==> config.mk <==
export PLATFORM = sky130hd
export DESIGN_NAME = job_timing_statistics_monitor_top
export DESIGN_NICKNAME = d
export VERILOG_FILES = /design/src/rtl/jtsm_pkg.sv /design/src/rtl/jtsm_ram.sv /design/src/rtl/jtsm_div.sv /design/src/rtl/jtsm_dp.sv /design/src/rtl/jtsm_ctrl.sv /design/src/rtl/job_timing_statistics_monitor_top.sv
export SDC_FILE = /design/constraint.sdc
export NUM_CORES = 2
export LEC_CHECK = 0
export ABC_AREA = 1
export BUFFER_PORTS_ARGS = -buffer_cell sky130_fd_sc_hd__buf_2
export CORE_MARGIN = 2
export CORE_UTILIZATION = 30
export DETAILED_ROUTE_END_ITERATION = 10
export GPL_TIMING_DRIVEN = 0
export PLACE_DENSITY_LB_ADDON = 0.25
export SYNTH_ARGS = -nofsm -noshare
export SYNTH_HDL_FRONTEND = slang
export SYNTH_SLANG_ARGS = --single-unit
export TNS_END_PERCENT = 1
==> constraint.sdc <==
create_clock -name i_clk -period 22.6 [get_ports i_clk]
set_clock_uncertainty 0.15 [all_clocks]
set_input_delay 4.52 -clock i_clk [delete_from_list [all_inputs] [get_ports i_clk]]
set_output_delay 4.52 -clock i_clk [all_outputs]
set_load 0.005 [all_outputs]
==> src/rtl/jtsm_pkg.sv <==
`timescale 1ns / 1ps
package jtsm_pkg;

    localparam int unsigned NUM_BUCKETS_DEF = 16;
    localparam logic [31:0] DEADLINE_RST    = 32'd32000;
    localparam logic [32:0] US_ROUND        = 33'd16;
    localparam int unsigned US_SHIFT        = 5;

    typedef enum logic [1:0] {
        DIV_BUCKET = 2'd0,
        DIV_MRESP  = 2'd1,
        DIV_MJIT   = 2'd2
    } t_div_sel;

    typedef struct packed {
        logic     load;
        logic     update;
        logic     div_start;
        t_div_sel div_sel;
        logic     cap_bucket;
        logic     cap_mresp;
        logic     cap_mjit;
        logic     ram_rd;
        logic     ram_wr;
        logic     out_load;
    } t_cmd;

    typedef struct packed {
        logic div_done;
    } t_stat;

endpackage

==> src/rtl/jtsm_ram.sv <==
`timescale 1ns / 1ps
module jtsm_ram #(
    parameter int unsigned WIDTH = 32,
    parameter int unsigned DEPTH = 16
) (
    input  logic                     i_clk,
    input  logic                     i_we,
    input  logic [$clog2(DEPTH)-1:0] i_waddr,
    input  logic [WIDTH-1:0]         i_wdata,
    input  logic                     i_re,
    input  logic [$clog2(DEPTH)-1:0] i_raddr,
    output logic [WIDTH-1:0]         o_rdata
);
    logic [WIDTH-1:0] r_mem [DEPTH];
    logic [WIDTH-1:0] r_rdata;

    always_ff @(posedge i_clk) begin
        if (i_we) begin
            r_mem[i_waddr] <= i_wdata;
        end
        if (i_re) begin
            r_rdata <= r_mem[i_raddr];
        end
    end

    assign o_rdata = r_rdata;
endmodule

==> src/rtl/jtsm_div.sv <==
`timescale 1ns / 1ps
module jtsm_div #(
    parameter int unsigned DW = 37
) (
    input  logic          i_clk,
    input  logic          i_rst_n,
    input  logic          i_start,
    input  logic [DW-1:0] i_num,
    input  logic [31:0]   i_den,
    output logic          o_done,
    output logic [DW-1:0] o_quot
);
    localparam int unsigned CW = $clog2(DW);

    logic [DW-1:0] r_num;
    logic [31:0]   r_rem;
    logic [31:0]   r_den;
    logic [CW-1:0] r_cnt;
    logic          r_busy;
    logic          r_done;
    logic [32:0]   rem_sh;
    logic          ge;

    // one quotient bit per cycle, restoring
    assign rem_sh = {r_rem, r_num[DW-1]};
    assign ge     = rem_sh >= {1'b0, r_den};

    always_ff @(posedge i_clk) begin
        if (!i_rst_n) begin
            r_busy <= 1'b0;
            r_done <= 1'b0;
            r_cnt  <= '0;
        end else begin
            r_done <= 1'b0;
            if (i_start) begin
                r_busy <= 1'b1;
                r_cnt  <= '0;
            end else if (r_busy) begin
                r_cnt <= r_cnt + 1'b1;
                if (r_cnt == CW'(DW - 1)) begin
                    r_busy <= 1'b0;
                    r_done <= 1'b1;
                end
            end
        end
    end

    always_ff @(posedge i_clk) begin
        if (i_start) begin
            r_num <= i_num;
            r_rem <= '0;
            r_den <= i_den;
        end else if (r_busy) begin
            r_num <= {r_num[DW-2:0], ge};
            r_rem <= ge ? 32'(rem_sh - {1'b0, r_den}) : rem_sh[31:0];
        end
    end

    assign o_done = r_done;
    assign o_quot = r_num;
endmodule

==> src/rtl/jtsm_dp.sv <==
`timescale 1ns / 1ps
module jtsm_dp #(
    parameter int unsigned NUM_BUCKETS = 16
) (
    input  logic            i_clk,
    input  logic            i_rst_n,
    input  jtsm_pkg::t_cmd  i_cmd,
    output jtsm_pkg::t_stat o_stat,
    input  logic            i_cfg_we,
    input  logic [31:0]     i_cfg_data,
    input  logic [31:0]     i_release_time,
    input  logic [31:0]     i_start_time,
    input  logic [31:0]     i_completion_time,
    output logic [31:0]     o_job_count,
    output logic [27:0]     o_min_response_us,
    output logic [27:0]     o_max_response_us,
    output logic [31:0]     o_mean_response_us,
    output logic [27:0]     o_min_jitter_us,
    output logic [27:0]     o_max_jitter_us,
    output logic [31:0]     o_mean_jitter_us,
    output logic [31:0]     o_miss_count,
    output logic            o_missed_now,
    output logic [3:0]      o_bucket_index,
    output logic [31:0]     o_bucket_count
);
    import jtsm_pkg::*;

    localparam int unsigned MW  = $clog2(NUM_BUCKETS + 1);
    localparam int unsigned DW  = 32 + MW;
    localparam int unsigned BIW = $clog2(NUM_BUCKETS);

    logic [31:0]  r_deadline;
    logic [31:0]  r_resp;
    logic [31:0]  r_jit;
    logic [31:0]  r_jobs;
    logic [27:0]  r_rmin, r_rmax, r_jmin, r_jmax;
    logic [31:0]  r_rtot, r_jtot;
    logic [31:0]  r_misses;
    logic         r_missed;
    logic         r_sat;
    logic [BIW-1:0] r_bucket;
    logic [31:0]  r_mresp, r_mjit;
    logic [31:0]  r_bcount;
    logic [NUM_BUCKETS-1:0] r_bvalid;

    logic [27:0]  resp_us, jit_us;
    logic [DW-1:0] div_num;
    logic [31:0]  div_den;
    logic         div_done;
    logic [DW-1:0] div_q;
    logic [31:0]  ram_rdata;
    logic [31:0]  n_bcount;

    assign resp_us = 28'((33'(r_resp) + US_ROUND) >> US_SHIFT);
    assign jit_us  = 28'((33'(r_jit) + US_ROUND) >> US_SHIFT);

    always_comb begin
        case (i_cmd.div_sel)
            DIV_BUCKET: begin
                div_num = DW'(r_resp) * DW'(NUM_BUCKETS);
                div_den = r_deadline;
            end
            DIV_MRESP: begin
                div_num = DW'(r_rtot);
                div_den = r_jobs;
            end
            DIV_MJIT: begin
                div_num = DW'(r_jtot);
                div_den = r_jobs;
            end
            default: begin
                div_num = '0;
                div_den = r_jobs;
            end
        endcase
    end

    jtsm_div #(.DW(DW)) u_div (
        .i_clk   (i_clk),
        .i_rst_n (i_rst_n),
        .i_start (i_cmd.div_start),
        .i_num   (div_num),
        .i_den   (div_den),
        .o_done  (div_done),
        .o_quot  (div_q)
    );

    assign o_stat.div_done = div_done;

    assign n_bcount = r_bvalid[r_bucket] ? ram_rdata + 32'd1 : 32'd1;

    jtsm_ram #(.WIDTH(32), .DEPTH(NUM_BUCKETS)) u_hist (
        .i_clk   (i_clk),
        .i_we    (i_cmd.ram_wr),
        .i_waddr (r_bucket),
        .i_wdata (n_bcount),
        .i_re    (i_cmd.ram_rd),
        .i_raddr (r_bucket),
        .o_rdata (ram_rdata)
    );

    always_ff @(posedge i_clk) begin
        if (!i_rst_n) begin
            r_deadline <= DEADLINE_RST;
            r_jobs     <= '0;
            r_rmin     <= '1;
            r_rmax     <= '0;
            r_rtot     <= '0;
            r_jmin     <= '1;
            r_jmax     <= '0;
            r_jtot     <= '0;
            r_misses   <= '0;
            r_bvalid   <= '0;
        end else begin
            if (i_cfg_we) begin
                r_deadline <= i_cfg_data;
            end
            if (i_cmd.update) begin
                r_jobs <= r_jobs + 32'd1;
                if (resp_us < r_rmin) r_rmin <= resp_us;
                if (resp_us > r_rmax) r_rmax <= resp_us;
                r_rtot <= r_rtot + 32'(resp_us);
                if (jit_us < r_jmin) r_jmin <= jit_us;
                if (jit_us > r_jmax) r_jmax <= jit_us;
                r_jtot <= r_jtot + 32'(jit_us);
                if (r_resp > r_deadline) r_misses <= r_misses + 32'd1;
            end
            if (i_cmd.ram_wr) begin
                r_bvalid[r_bucket] <= 1'b1;
            end
        end
    end

    always_ff @(posedge i_clk) begin
        if (i_cmd.load) begin
            r_resp <= i_completion_time - i_release_time;
            r_jit  <= i_start_time - i_release_time;
        end
        if (i_cmd.update) begin
            r_missed <= r_resp > r_deadline;
            // also covers a zero deadline
            r_sat    <= r_resp >= r_deadline;
        end
        if (i_cmd.cap_bucket) begin
            r_bucket <= r_sat ? BIW'(NUM_BUCKETS - 1) : div_q[BIW-1:0];
        end
        if (i_cmd.cap_mresp) begin
            r_mresp <= (r_jobs == '0) ? '0 : div_q[31:0];
        end
        if (i_cmd.cap_mjit) begin
            r_mjit <= (r_jobs == '0) ? '0 : div_q[31:0];
        end
        if (i_cmd.ram_wr) begin
            r_bcount <= n_bcount;
        end
        if (i_cmd.out_load) begin
            o_job_count        <= r_jobs;
            o_min_response_us  <= r_rmin;
            o_max_response_us  <= r_rmax;
            o_mean_response_us <= r_mresp;
            o_min_jitter_us    <= r_jmin;
            o_max_jitter_us    <= r_jmax;
            o_mean_jitter_us   <= r_mjit;
            o_miss_count       <= r_misses;
            o_missed_now       <= r_missed;
            o_bucket_index     <= 4'(r_bucket);
            o_bucket_count     <= r_bcount;
        end
    end
endmodule

==> src/rtl/jtsm_ctrl.sv <==
`timescale 1ns / 1ps
module jtsm_ctrl (
    input  logic            i_clk,
    input  logic            i_rst_n,
    input  logic            i_in_valid,
    output logic            o_in_stall,
    output logic            o_out_valid,
    input  logic            i_out_stall,
    output jtsm_pkg::t_cmd  o_cmd,
    input  jtsm_pkg::t_stat i_stat
);
    import jtsm_pkg::*;

    typedef enum logic [6:0] {
        S_IDLE = 7'b0000001,
        S_UPD  = 7'b0000010,
        S_DIVB = 7'b0000100,
        S_DIVR = 7'b0001000,
        S_DIVJ = 7'b0010000,
        S_WR   = 7'b0100000,
        S_OUT  = 7'b1000000
    } t_state;

    t_state r_state, n_state;
    logic   r_ovalid, n_ovalid;
    logic   out_free;

    assign out_free   = !r_ovalid || !i_out_stall;
    assign o_in_stall = (r_state != S_IDLE);
    assign o_out_valid = r_ovalid;

    always_comb begin
        n_state = r_state;
        o_cmd   = '0;
        o_cmd.div_sel = DIV_BUCKET;
        case (r_state)
            S_IDLE: begin
                if (i_in_valid) begin
                    o_cmd.load = 1'b1;
                    n_state = S_UPD;
                end
            end
            S_UPD: begin
                o_cmd.update    = 1'b1;
                o_cmd.div_start = 1'b1;
                o_cmd.div_sel   = DIV_BUCKET;
                n_state = S_DIVB;
            end
            S_DIVB: begin
                if (i_stat.div_done) begin
                    o_cmd.cap_bucket = 1'b1;
                    o_cmd.div_start  = 1'b1;
                    o_cmd.div_sel    = DIV_MRESP;
                    n_state = S_DIVR;
                end
            end
            S_DIVR: begin
                o_cmd.div_sel = DIV_MJIT;
                if (i_stat.div_done) begin
                    o_cmd.cap_mresp = 1'b1;
                    o_cmd.div_start = 1'b1;
                    n_state = S_DIVJ;
                end
            end
            S_DIVJ: begin
                if (i_stat.div_done) begin
                    o_cmd.cap_mjit = 1'b1;
                    o_cmd.ram_rd   = 1'b1;
                    n_state = S_WR;
                end
            end
            S_WR: begin
                o_cmd.ram_wr = 1'b1;
                n_state = S_OUT;
            end
            S_OUT: begin
                if (out_free) begin
                    o_cmd.out_load = 1'b1;
                    n_state = S_IDLE;
                end
            end
            default: n_state = S_IDLE;
        endcase
    end

    always_comb begin
        n_ovalid = r_ovalid;
        if (o_cmd.out_load) begin
            n_ovalid = 1'b1;
        end else if (!i_out_stall) begin
            n_ovalid = 1'b0;
        end
    end

    always_ff @(posedge i_clk) begin
        if (!i_rst_n) begin
            r_state  <= S_IDLE;
            r_ovalid <= 1'b0;
        end else begin
            r_state  <= n_state;
            r_ovalid <= n_ovalid;
        end
    end

    a_accept_upd: assert property (@(posedge i_clk) disable iff (!i_rst_n)
        (r_state == S_IDLE && i_in_valid) |=> (r_state == S_UPD))
        else $error("accepted word did not start an update");

    a_done_in_div: assert property (@(posedge i_clk) disable iff (!i_rst_n)
        i_stat.div_done |-> (r_state == S_DIVB || r_state == S_DIVR || r_state == S_DIVJ))
        else $error("divider finished outside a divide state");

    a_out_hold: assert property (@(posedge i_clk) disable iff (!i_rst_n)
        (r_state == S_OUT && r_ovalid && i_out_stall) |=> (r_state == S_OUT))
        else $error("result overwrote a stalled word");
endmodule

==> src/rtl/job_timing_statistics_monitor_top.sv <==
`timescale 1ns / 1ps
// job timing statistics monitor
// input channel: one job record (release, start, completion tick stamps) per word,
// taken when i_in_valid is high and o_in_stall is low.
// output channel: one statistics word per job, taken when o_out_valid is high
// and i_out_stall is low; the fields stay stable while stalled.
// i_cfg_we writes i_cfg_data into the deadline register; write only while idle.
// a single bit-serial divider computes the bucket and both means in turn for each job.
// one job is in work at a time; the next is taken once the previous result has
// moved into the output register, so a waiting result does not block input.
// when the receiver stalls, a finished job waits in place until the output
// register frees.
// reset (synchronous, active low) clears the counts, minima, maxima and sums, the
// histogram valid bits and the output valid, and sets the deadline to 32000 ticks.
module job_timing_statistics_monitor_top #(
    parameter int unsigned NUM_BUCKETS = jtsm_pkg::NUM_BUCKETS_DEF
) (
    input  logic        i_clk,
    input  logic        i_rst_n,
    input  logic        i_cfg_we,
    input  logic [31:0] i_cfg_data,
    input  logic        i_in_valid,
    output logic        o_in_stall,
    input  logic [31:0] i_release_time,
    input  logic [31:0] i_start_time,
    input  logic [31:0] i_completion_time,
    output logic        o_out_valid,
    input  logic        i_out_stall,
    output logic [31:0] o_job_count,
    output logic [27:0] o_min_response_us,
    output logic [27:0] o_max_response_us,
    output logic [31:0] o_mean_response_us,
    output logic [27:0] o_min_jitter_us,
    output logic [27:0] o_max_jitter_us,
    output logic [31:0] o_mean_jitter_us,
    output logic [31:0] o_miss_count,
    output logic        o_missed_now,
    output logic [3:0]  o_bucket_index,
    output logic [31:0] o_bucket_count
);
    import jtsm_pkg::*;

    t_cmd  cmd;
    t_stat stat;

    jtsm_ctrl u_ctrl (
        .i_clk       (i_clk),
        .i_rst_n     (i_rst_n),
        .i_in_valid  (i_in_valid),
        .o_in_stall  (o_in_stall),
        .o_out_valid (o_out_valid),
        .i_out_stall (i_out_stall),
        .o_cmd       (cmd),
        .i_stat      (stat)
    );

    jtsm_dp #(.NUM_BUCKETS(NUM_BUCKETS)) u_dp (
        .i_clk              (i_clk),
        .i_rst_n            (i_rst_n),
        .i_cmd              (cmd),
        .o_stat             (stat),
        .i_cfg_we           (i_cfg_we),
        .i_cfg_data         (i_cfg_data),
        .i_release_time     (i_release_time),
        .i_start_time       (i_start_time),
        .i_completion_time  (i_completion_time),
        .o_job_count        (o_job_count),
        .o_min_response_us  (o_min_response_us),
        .o_max_response_us  (o_max_response_us),
        .o_mean_response_us (o_mean_response_us),
        .o_min_jitter_us    (o_min_jitter_us),
        .o_max_jitter_us    (o_max_jitter_us),
        .o_mean_jitter_us   (o_mean_jitter_us),
        .o_miss_count       (o_miss_count),
        .o_missed_now       (o_missed_now),
        .o_bucket_index     (o_bucket_index),
        .o_bucket_count     (o_bucket_count)
    );
endmodule

==> summary.md <==
| Metric | Value |
|---|---|
| Outcome | complete, but fails checks |
| Failing checks | DRC |
| Initial DRC count | 5120 |
| H-tree levels | 4 |
| Worst-path fanout max | 4 |
| Crit start category | input port |
| Synth Area in Compound Gates | a little under an eighth |
| Clk pin slew, worst setup/hold paths | about 0.060 ns |
| DRC violations left | 2 |
| CP endpoint kind | flop |
| Syn Area/Cell | between 9 and 10 sq um |
| Final WS setup | 15.64 ns |
| Antenna viol nets, final | 0 |
| Largest Register | u_dp.u_hist.r_mem |
| Synth top area share | between 40% and 50% |
| Crit path cell chain | buf_2 > inv_1 > ha_1 > nand2_1 > o21ai_0 > a21oi_1 > o21ai_0 > a21oi_1 > xnor2_1 |
| Synth area leaders | edfxtp_1 47%, dfxtp_1 10%, nand2_1 7.2% |
| Port Buffers | slightly above 400 |
| DR pass1 iterations | 8 |
| Fin cells | between 10000 and 15000 |
| Final hold violations | 0 |
| Clk Latency, worst-skew pair | between 0.8 and 0.9 ns |
| Initial antenna violation count | 11 |
| Final min period | between 6 and 7 ns |
| Post-CTS Repair Setup Buffers | 0 |
| Commonest non-fill, non-tap cells in the layout | 1273 x nand2_1, 1052 x edfxtp_1, 785 x inv_1 |
| Worst hold path class | reg2reg |
| Largest register FFs | around 510 |
| Core Rows | 173 |
| Total CTS buffers | ~160 |
| GP Congestion | 0.975 |
| P&R area growth vs syn | 17.9% |
| Final setup vio count | 0 |
| Worst EP arrival | around 7.3 ns |
| HPWL after DPL | between 150000 and 200000 microns |
| Seq/Total Area, Yosys | roughly 57% |
| Total Routed Length | around 240000 microns |
| Post-Synth Adder-Cell Area | 5.79% |
| Crit path max-delay cell type | o21ai_0 |
| Critical hold path startpoint | u_dp.r_bcount[14]$_DFFE_PP_ |
| Crit path kind | in2reg |
| Vias per cell | 5.03 |
| Die width | approximately 480 microns |
| Slew Limit Fails | 0 |
| Final Power | approximately 6.3 mW |
| Starting density of the core | a little under a third |
| Largest family of logic cells by synthesized area | simple AND/OR/NAND/NOR gates |
| Root Driver | clkbuf_16 |
| Post-CTS Resized | 0 |
| Overflow after GRT | 0 |
| Nets@finish | 7824 |
| GRT Total Usage | between 20% and 30% |
| Xor/xnor share of the synthesized area | around 2.5% |
| Vias in the first global route | 50600 |
| Cell variety after synth | 58 |
| Die area | 226000 sq um |
| Critical Path RT | around 23 ns |
| Share of layout cells above drive strength 1 | about an eighth |
| WL per Instance | approximately 23 microns |
| CTS Hold Bufs | 0 |
| Mux share of post-synthesis cell area | 0% |
| Most common cell after layout, fill and taps aside | nand2_1 |
| CP startpoint | i_release_time[2] |
| WHS | between 0.2 and 0.3 ns |
| Core area | between 200000 and 250000 sq um |
| Max Cap Violations | 0 |
| Chip height | 475 microns |
| Number of synthesized register bits | between 1000 and 1500 |
| Part of the cycle the worst path needs | a little under a third |
| Ys Warns | 0 |
| Pre-CTS WS | between 10 and 15 ns |
| Syn nets | slightly above 7000 |
| Post-Syn Instances | ~6800 |
| Highest Clock Rate | around 140 MHz |
| Max Root-Sink Buffers | 3 |
| TritonCTS clock tree | yes |
| Worst VDD drop | 71.7 uV |
| RR Startpoint | u_dp.r_resp[4]$_DFFE_PP_ |
| First-pass GRT wire length | approximately 350000 microns |
| Placed instance count | approximately 10000 |
| Crit path largest cell delay | approximately 0.64 ns |
| Simple-gate share of the synthesized area | approximately 17% |
| Pin count of the biggest net entering global routing | 47 |
| Num ports | about 400 |
| PD cells | 80.0 nW/um^2 |
| Clock Sinks | 1388 |
| DR vias | roughly 53000 |
| Pleak | between 30 and 40 nW |
| Cell taking the most area after synthesis | edfxtp_1 |
| Max-slew headroom | 6.97% |
| Post-Syn Area | 66700 sq um |
| Worst Tran Pin Value | around 1.4 ns |
| Unrepaired setup endpoints after global routing | no |
| Final core utilization | 35.5% |
## report_power, final
group          switching [mW]  internal, mW  total [mW]
registers              0.0826          2.80        2.89
logic                   0.547         0.241       0.788
clock network            1.12          1.50        2.62
total                    1.74          4.54        6.29
## worst max-delay path: cells and delay by family
| family | cells | cell delay (ns) |
|---|---|---|
| adders and majority gates | 1 | 0.40 |
| AOI/OAI and AO/OA | 4 | 1.74 |
| and+or+nand+nor | 1 | 0.07 |
| xor gates and xnor gates | 1 | 0.44 |
| buffers and inverters | 2 | 0.16 |
## through the flow
step | instance area [sq um] | setup TNS [ns]
after floorplan | 66700 | 0
after global placement | 72400 | -1230.67
after detailed placement | 73300 | 0
after CTS | 78600 | 0
after global routing | 78600 | 0
final | 78600 | 0
## layout make-up
cell class                 count  area [sq um]
clock inverter                85          1160
inverter                     810          3040
antenna                        7          17.5
fill                       22600        143000
buffer                       226          1100
clock buffer                 201          4100
timing repair buffer         451          2860
multi-input combinational   4353         24300
tap                         2975          3720
sequential                  1388         38300
## per-layer routing
layer | track usage, % | share of wire [%] | vias up
li1 | - | - | 24800
met1 | 30.7 | 47 | 25800
met2 | 32.0 | 43 | 1906
met3 | 3.29 | 6.9 | 307
met4 | 7.33 | 3.4 | 0
met5 | 0 | 0 | -
## cell families after synthesis
logic type               after synthesis
AO/OA/AOI/OAI                       1311
XOR/XNOR                             187
adder cells (fa/ha/maj)              306
buffers and inverters               1036
flip-flops                          1388
AND/OR/NAND/NOR                     2549
## synth_stat cells, drive strengths merged
master   number
nand3       355
o31ai         2
a21o         26
a31oi        14
inv         810
o211ai       14
clkbuf       88
nand4       153
and3b         1
a22oi       259
o22ai        21
and2          2
nand2b        1
o21a         16
ha          302
edfxtp     1052
or3          32
a31o          2
o21bai       20
fa            4
o2111ai       3
nor2        523
nor3         96
o221ai        6
nand3b       38
or2          35
xnor2        61
nor4         24
nor3b         4
o21ai       304
dfxtp       336
xor2        126
buf         138
nand2      1282
a21oi       615
o211a         1
a21boi        8
and3          3
## final timing paths
path	slack, ns	endpoint	depth (start not counted)
worst max-delay path	15.64	u_dp.r_resp[17]$_DFFE_PP_	9
worst min-delay path	0.26	u_dp.o_bucket_count[14]$_DFFE_PP_	0
worst max register to register	17.82	u_dp.r_rmax[24]$_SDFFE_PN0P_	14
worst min register to register	0.26	u_dp.o_bucket_count[14]$_DFFE_PP_	0
Note: power is estimated with default switching activity, not from simulation.
